[src/rtl/core/cmrl_pkg.sv]
// Shared types, sizes and helper functions for the count-min rate limiter.
// No dependencies; every other file but cmrl_ram refers to it by scoped names.
package cmrl_pkg;

    localparam int LINE_BITS   = 10;
    localparam int LINES       = 1 << LINE_BITS;
    localparam int FIELD_LINE_W = 10;
    localparam int HASH_W      = 30;
    localparam int PRICE_W     = 32;
    localparam int CNT_W       = 32;
    localparam int PER_LINE    = 15;
    localparam int TABLES      = 2;
    localparam int PICKS       = 4;
    localparam int STEPS       = TABLES * PICKS;
    localparam int STEP_W      = $clog2(STEPS);
    localparam int POS_W       = 4;
    localparam int DIV_W       = 4;
    localparam int ROW_W       = PER_LINE * CNT_W;
    localparam int SLOTS       = TABLES * PER_LINE;
    localparam int SLOTS_PAD   = 32;
    localparam int MIN_GROUPS  = SLOTS_PAD / 4;
    localparam int MIN_PAIRS   = MIN_GROUPS / 4;

    localparam int RECIP_SHIFT = 34;
    localparam int RECIP_W     = 31;
    localparam int PROD_W      = HASH_W + RECIP_W;

    localparam logic [RECIP_W-1:0] RECIP_D15 = RECIP_W'((64'd1 << RECIP_SHIFT) / 15);
    localparam logic [RECIP_W-1:0] RECIP_D14 = RECIP_W'((64'd1 << RECIP_SHIFT) / 14);
    localparam logic [RECIP_W-1:0] RECIP_D13 = RECIP_W'((64'd1 << RECIP_SHIFT) / 13);
    localparam logic [RECIP_W-1:0] RECIP_D12 = RECIP_W'((64'd1 << RECIP_SHIFT) / 12);

    localparam logic [DIV_W-1:0] DIV_FIRST = DIV_W'(PER_LINE);

    typedef logic [LINE_BITS-1:0] line_t;
    typedef logic [HASH_W-1:0]    hash_t;
    typedef logic [CNT_W-1:0]     cnt_t;
    typedef logic [PER_LINE-1:0]  mask_t;
    typedef logic [POS_W-1:0]     pos_t;
    typedef logic [STEP_W-1:0]    step_t;
    typedef logic [ROW_W-1:0]     row_t;
    typedef logic [DIV_W-1:0]     div_t;
    typedef logic [1:0]           pick_t;

    typedef struct packed {
        logic load;
        logic mul;
        logic digit;
        logic scan;
        logic reduce1;
        logic reduce2;
        logic add;
        logic wr;
        logic clear;
        logic result;
    } cmd_t;

    typedef struct packed {
        logic digits_done;
        logic clear_done;
    } status_t;

    function automatic div_t divisor(input pick_t pick);
        return DIV_FIRST - div_t'(pick);
    endfunction

    function automatic logic [RECIP_W-1:0] recip(input pick_t pick);
        logic [RECIP_W-1:0] m;
        case (pick)
            2'd0:    m = RECIP_D15;
            2'd1:    m = RECIP_D14;
            2'd2:    m = RECIP_D13;
            2'd3:    m = RECIP_D12;
            default: m = RECIP_D15;
        endcase
        return m;
    endfunction

    // One-hot position of the rank-th free counter, counted upward.
    function automatic mask_t nth_zero(input mask_t used, input pos_t rank);
        mask_t hit;
        pos_t  cnt;
        hit = '0;
        for (int k = 0; k < PER_LINE; k++)
        begin
            cnt = '0;
            for (int j = 0; j < PER_LINE; j++)
            begin
                if (j < k)
                begin
                    cnt = cnt + pos_t'(!used[j]);
                end
            end
            if (!used[k] && (cnt == rank))
            begin
                hit[k] = 1'b1;
            end
        end
        return hit;
    endfunction

    function automatic cnt_t min_of(input cnt_t a, input cnt_t b);
        return (a < b) ? a : b;
    endfunction

endpackage

[src/rtl/core/cmrl_ctrl.sv]
// Controller: sequences clearing, digit steps, limit check, update and result handoff.
// Depends on cmrl_pkg; drives cmrl_datapath through cmd_t and reads status_t.
module cmrl_ctrl (
    input  logic               clk,
    input  logic               rst_n,
    input  logic               in_valid,
    output logic               in_ready,
    output logic               out_valid,
    input  logic               out_ready,
    output cmrl_pkg::cmd_t     cmd,
    input  cmrl_pkg::status_t  status
);

    typedef enum logic [3:0] {
        S_CLEAR,
        S_IDLE,
        S_MUL,
        S_DIGIT,
        S_SCAN,
        S_RED1,
        S_RED2,
        S_ADD,
        S_WRITE,
        S_RESULT
    } state_t;

    state_t state_reg;
    state_t state_next;
    logic   out_valid_reg;
    logic   out_valid_next;
    logic   out_free;

    assign out_free = !out_valid_reg || out_ready;

    always_comb
    begin
        cmd        = '0;
        state_next = state_reg;
        case (state_reg)
            S_CLEAR:
            begin
                cmd.clear = 1'b1;
                if (status.clear_done)
                begin
                    state_next = S_IDLE;
                end
            end
            S_IDLE:
            begin
                if (in_valid)
                begin
                    cmd.load   = 1'b1;
                    state_next = S_MUL;
                end
            end
            S_MUL:
            begin
                cmd.mul    = 1'b1;
                state_next = S_DIGIT;
            end
            S_DIGIT:
            begin
                cmd.digit  = 1'b1;
                state_next = status.digits_done ? S_SCAN : S_MUL;
            end
            S_SCAN:
            begin
                cmd.scan   = 1'b1;
                state_next = S_RED1;
            end
            S_RED1:
            begin
                cmd.reduce1 = 1'b1;
                state_next  = S_RED2;
            end
            S_RED2:
            begin
                cmd.reduce2 = 1'b1;
                state_next  = S_ADD;
            end
            S_ADD:
            begin
                cmd.add    = 1'b1;
                state_next = S_WRITE;
            end
            S_WRITE:
            begin
                cmd.wr     = 1'b1;
                state_next = S_RESULT;
            end
            S_RESULT:
            begin
                if (out_free)
                begin
                    cmd.result = 1'b1;
                    state_next = S_IDLE;
                end
            end
            default:
            begin
                state_next = S_IDLE;
            end
        endcase
    end

    always_comb
    begin
        if (cmd.result)
        begin
            out_valid_next = 1'b1;
        end
        else if (out_ready)
        begin
            out_valid_next = 1'b0;
        end
        else
        begin
            out_valid_next = out_valid_reg;
        end
    end

    always_ff @(posedge clk or negedge rst_n)
    begin
        if (!rst_n)
        begin
            state_reg     <= S_CLEAR;
            out_valid_reg <= 1'b0;
        end
        else
        begin
            state_reg     <= state_next;
            out_valid_reg <= out_valid_next;
        end
    end

    assign in_ready  = (state_reg == S_IDLE);
    assign out_valid = out_valid_reg;

endmodule

[config.mk]
export PLATFORM = sky130hd
export DESIGN_NAME = cmrl_ctrl
export DESIGN_NICKNAME = d
export VERILOG_FILES = /design/src/rtl/core/cmrl_pkg.sv /design/src/rtl/core/cmrl_ctrl.sv
export SDC_FILE = /design/constraint.sdc
export NUM_CORES = 1
export LEC_CHECK = 0
export ABC_AREA = 1
export BUFFER_PORTS_ARGS = -buffer_cell sky130_fd_sc_hd__buf_2
export CAP_MARGIN = 20
export CORE_AREA = 2 2 39 41
export CTS_CLUSTER_DIAMETER = 40
export DETAILED_ROUTE_END_ITERATION = 8
export DIE_AREA = 0 0 41 43
export PLACE_DENSITY = 0.57
export SLEW_MARGIN = 25
export SYNTH_ARGS = -nofsm -noshare
export SYNTH_HDL_FRONTEND = slang
export SYNTH_SLANG_ARGS = --single-unit
export TNS_END_PERCENT = 20
[constraint.sdc]
create_clock -name clk -period 0.9 [get_ports clk]
set_input_delay 0.045 -clock clk [delete_from_list [all_inputs] [get_ports clk]]
set_output_delay 0.045 -clock clk [all_outputs]
set_load 0.02 [all_outputs]
==> results_dict.tcl, run 1 <==
set metrics [dict create \
    p_int_mw 1.21 \
    synth_xor_area_share_pct 0 \
    cts_tree "done" \
    clk_pin_slew_worst_paths_ns 0.05 \
    layout-drive-gt1-share_pct 58.0 \
    crit_type "reg -> out" \
    arrival_ns 1.20 \
    htreeDepth 1 \
    finalWirelength_um 940 \
    rr_startpoint "state_reg[3]" \
    n_fill_cell 151 \
    area_delta_synth_final_pct 87.2 \
    crit_path_max_fanout 3 \
    largest_reg_flops 4 \
    synth_fp_nets 58 \
    wl_met1_um 397 \
    fin_crit_sh_pct 138 \
    timing.final.crit_period_ns 1.24 \
    seq_area_frac_synth_pct 36.6 \
    min_from "out_ready" \
    endpoint_kind "output pin" \
    gp_congestion 0.731 \
    pin_count 18 \
    overflow 0 \
    synth_cell_types 13 \
    r2r_end "state_reg[1]" \
    powerDensity_nw_per_um2 3640 \
    slew_viol_final 0 \
    numCtsBuffers 3 \
    muxShareOfSynthArea_pct 0 \
    worstMarginPinSlew_ns 0.246 \
    worstPathRequired_ns 0.85 \
    p_clk_share_pct 11.3 \
    grt_antenna_before_repair 0 \
    wl_per_cell_um 9.69 \
    die_w_um 41 \
    holdWs_ns -0.0142 \
    fin_skew_ns 0.0108 \
    dpl.cell_count 90 \
    outcome "finished with violations" \
    cp-start-kind "register" \
    routed.top_layer "met4" \
    holdPathEnd "out_valid" \
    hold_viol_final 1 \
    failed_checks "negative hold slack, negative setup slack" \
    final_cells 97 \
    grt_max_degree 6 \
    n_antenna_cell 0 \
    drtIter0Drc 3 \
    wl_met3_um 59 \
    setup_viol 15 \
    port_buffers 17 \
    fin_util_pct 46.2 \
    synth.avg_cell_area_um2 6.57 \
    ctsLongestPathBuffers 2 \
    rsz0062_at_grt "true" \
    slew_headroom_pct 83.6 \
    fin_ws_ns -0.344 \
    power.net_switching_mw 1.12 \
    grt_pass1_vias 367 \
    drv_cap 0 \
    synth_compound_area_share_pct 6.23 \
    dieArea_um2 1760 \
    die_h_um 43 \
    ir_drop_uv 1190 \
    syn-instance-count 52 \
    netlist_area_um2 342 \
    hp-class "in -> reg" \
    synth_fa_ha_area_share_pct 0 \
    clk_latency_ns 0.24 \
    cts_sinks 5 \
    p_comb_share_pct 68.1 \
    rows 14 \
    grt_pass1_wl_mm 1.41 \
    ys_seq_elements 5 \
    drcViolationCount 0 \
    yosys.area_share.simple_pct 42.9 \
    fmax_ghz 0.804 \
    track_usage_pct 12.2 \
    p_leak_nw 0.348 \
    coreArea_um2 1380 \
    start_util_pct 24.7 \
    cts_root_buffer "clkbuf_4" \
    ys_warn_count 0 \
    r2r_cells 6 \
    viasPerCell 4.23 \
    hold_depth 2 \
    pwr-share-seq_pct 20.6 \
    reg2reg_slack_ns -0.24 \
    antenna_left 0 \
    swShare_pct 48.0 \
    wl_met2_um 479 \
    pre_cts_slack_ns -0.167 \
    num_vias 410 \
    nNetsFinal 88 \
    synth_top_family_by_area "simple AND/OR/NAND/NOR gates" \
    dr.pass1.iters 3 \
]
cells in the mapped netlist (all sizes together):
library cell,number,area (µm²)
nor2,14,60.1
inv,11,41.3
nand2,9,33.8
dfrtp,5,125
nand3,4,20.0
nor3,4,25.0
o21ai,2,13.8
buf,1,7.51
nand3b,1,7.51
o211ai,1,7.51
logic make-up after synthesis:
logic type / Yosys count
compound gates: 3
flops: 5
simple gates: 32
buf+inv: 12
per-layer routing:
layer  track usage, %  up-vias
li1                 -      221
met1             16.5      175
met2             17.5       12
met3             4.71        2
met4             4.00        0
met5                0        -
worst max-delay path, cell delays in order (launching register included):
cell	delay [ns]
dfrtp_1	0.42
inv_2	0.08
buf_6	0.13
nor3_4	0.19
buf_6	0.14
power by group through the flow:
| stage | Sequential, mW | Combinational, mW | Clock, mW |
|---|---|---|---|
| floorplan | 0.447 | 0.833 | 0 |
| CTS | 0.437 | 1.56 | 0.269 |
| detailed placement | 0.413 | 1.31 | 0 |
| finish | 0.480 | 1.58 | 0.262 |
| global placement | 0.414 | 1.30 | 0 |
| global route | 0.503 | 1.72 | 0.285 |
cell usage in the layout (no fill, tap or decap), drive strengths merged:
master / instances
o211ai: 1
buf: 25
o21ai: 2
clkbuf: 4
dlygate4sd3: 1
dfrtp: 5
nor3: 4
nor2: 14
inv: 11
nand3: 4
nand2: 9
nand3b: 1
stage by stage:
stage | TNS [ns] | cell area, µm² | power, mW
4_1_cts | -4.19 | 627 | 2.27
5_1_grt | -5.03 | 639 | 2.50
2_1_floorplan | -1.23 | 380 | 1.28
3_3_place_gp | -1.37 | 523 | 1.71
6_report | -4.03 | 639 | 2.33
3_5_place_dp | -1.38 | 523 | 1.72
cell type report:
type | instances | area, µm² | share of cell area (%)
clock buffer | 4 | 26.3 | 4.11
inverter | 11 | 41.3 | 6.46
multi-input combinational | 35 | 224 | 35.0
sequential | 5 | 129 | 20.2
tap | 16 | 20.0 | 3.13
timing repair buffer | 26 | 199 | 31.1
how the worst max path moves through the flow:
stage / start / end / slack [ns]
finish: state_reg[3] / cmd[2] / -0.34
global route: state_reg[3] / cmd[2] / -0.40
CTS: state_reg[1] / cmd[4] / -0.35
detailed placement: state_reg[2] / cmd[8] / -0.17
global placement: state_reg[0] / state_reg[1] / -0.17
floorplan: state_reg[0] / cmd[9] / -0.16
timing repair:
| item | in CTS | in global routing |
|---|---|---|
| resized for setup | 18 | 8 |
| hold buffers | 1 | 0 |
| endpoints found under the hold margin | 5 | 0 |
| setup buffers | 2 | 0 |
| setup endpoints to repair | 15 | 16 |
| pin swaps | 5 | 3 |
Note: power is estimated with default switching activity, not from simulation.
==> run 2: changes to the inputs <==
- clock period: 0.9 -> 1.1 ns (I/O delays scaled with it)
==> run 2 against run 1 <==
Net effect: the flow finishes with violations (negative setup slack); first-iteration DRC count increased by 33%; cell count down 1.0%; power fell by 20%; non-clock buffer count down 1; via count down 1.7%; critical path depth unchanged; sequential share of layout area increased by 0.81 points; worst setup slack better by 0.20 ns; critical endpoint is now cmd[9]; largest cell class unchanged.
==> results_dict.tcl, run 2 (same netlist as run 1, synthesis figures left out) <==
set metrics [dict create \
    r2r_cells 5 \
    num_vias 403 \
    multiInputGateArea_um2 214 \
    p_int_mw 0.956 \
    p_clk_share_pct 11.4 \
    clk_pin_slew_worst_paths_ns 0.05 \
    drcViolationCount 0 \
    numCtsBuffers 3 \
    timing.final.crit_period_ns 1.25 \
    dr.pass1.iters 3 \
    ir_drop_uv 957 \
    regArea_um2 130 \
    swShare_pct 48.5 \
    ctsLongestPathBuffers 2 \
    port_buffers 17 \
    tns_ns -1.29 \
    dpl.cell_count 86 \
    cts_tree "done" \
    mostFrequentLayoutCells "buf_4 (14), nand2_1 (8), nor2_1 (8), buf_2 (7), inv_1 (6)" \
    slew_headroom_pct 86.0 \
    crit_type "reg -> out" \
    mostFrequentLayoutCell "buf_4" \
    fin_crit_sh_pct 113 \
    grt_pass1_vias 399 \
    holdWs_ns 0.0184 \
    grt_antenna_before_repair 0 \
    reg2reg_slack_ns 0.02 \
    p_comb_share_pct 66.0 \
    gp_congestion 0.738 \
    rsz0062_at_grt "true" \
    pre_cts_slack_ns -0.00234 \
    fin_ws_ns -0.147 \
    final_cells 96 \
    layout-drive-gt1-share_pct 58.8 \
    htreeDepth 1 \
    slew_viol_final 0 \
    die_w_um 41 \
    grt_max_degree 7 \
    grt_pass1_wl_mm 1.50 \
    cts_sinks 5 \
    arrival_ns 1.19 \
    power.net_switching_mw 0.899 \
    pin_count 18 \
    hp-class "in -> reg" \
    n_fill_cell 149 \
    failed_checks "negative setup slack" \
    dieArea_um2 1760 \
    p_leak_nw 0.336 \
    start_util_pct 24.7 \
    coreArea_um2 1380 \
    n_antenna_cell 0 \
    antenna_left 0 \
    worstMarginPinSlew_ns 0.209 \
    viasPerCell 4.20 \
    endpoint_kind "output pin" \
    clk_latency_ns 0.24 \
    track_usage_pct 12.8 \
    fmax_ghz 0.802 \
    largest_reg_flops 4 \
    total_power_mw 1.86 \
    hold_viol_final 0 \
    area_delta_synth_final_pct 81.7 \
    crit_path_max_fanout 5 \
    pwr-share-seq_pct 22.5 \
    drv_cap 0 \
    finalWirelength_um 918 \
    cts_root_buffer "clkbuf_4" \
    overflow 0 \
    cp-start-kind "register" \
    die_h_um 43 \
    hold_depth 2 \
    nNetsFinal 87 \
    powerDensity_nw_per_um2 2990 \
    drtIter0Drc 4 \
    rows 14 \
    worstPathRequired_ns 1.04 \
    setup_viol 11 \
    dpl.hpwl_um 683 \
    fin_skew_ns 0.00569 \
    wl_per_cell_um 9.56 \
    outcome "finished with violations" \
]
-- run 2: cell types whose count changed in the layout (fill, tap and decap cells not counted), sizes merged --
cell  before  now
buf       25   24
-- run 2: metal layers --
layer / global-route usage [%] / vias up / share of wire (%)
met5: 0 / - / 0
met4: 10.0 / 0 / 0
met3: 1.57 / 0 / 4.7
met2: 19.7 / 10 / 54
met1: 15.1 / 180 / 41
li1: - / 213 / -
-- run 2: worst max-delay path, stage by stage (launching register included) --
cell	delay (ns)
dfrtp_2	0.46
nor2_4	0.16
nand2_1	0.09
nor2_1	0.09
buf_4	0.15
-- run 2: path summary, 6_finish.rpt --
path	start	endpoint
max	state_reg[1]	cmd[9]
min	out_ready	out_valid
max reg2reg	state_reg[3]	state_reg[0]
min reg2reg	out_valid	out_valid
max in group asynchronous	rst_n	state_reg[2]
min in group asynchronous	rst_n	out_valid
-- run 2: per-stage QoR --
| step | cell area (µm²) | utilization [%] |
|---|---|---|
| after floorplan | 347 | - |
| after global placement | 459 | 33.2 |
| after detailed placement | 459 | 33.2 |
| after CTS | 599 | 43.3 |
| after global routing | 621 | 44.8 |
| final | 621 | 44.8 |
-- run 2: power by group through the flow --
stage | Sequential (mW) | Combinational [mW] | Clock (mW)
after floorplan | 0.346 | 0.594 | 0
after global placement | 0.346 | 0.857 | 0
after detailed placement | 0.346 | 0.866 | 0
after CTS | 0.400 | 1.18 | 0.227
after global routing | 0.430 | 1.33 | 0.238
final | 0.418 | 1.23 | 0.212
-- run 2: timing repair --
action | in CTS | in global routing
hold buffers | 1 | 0
hold endpoints to repair | 5 | 0
pin swaps | 4 | 5
endpoints found under the setup margin | 11 | 14
resized for setup | 26 | 8
setup buffers | 5 | 0
-- run 2: layout make-up --
class | count | share of cell area [%]
Timing Repair Buffer | 25 | 29.6
Clock buffer | 4 | 4.23
Sequential cell | 5 | 21.0
Tap cell | 16 | 3.23
Inverter | 11 | 7.46
Multi-Input combinational cell | 35 | 34.5
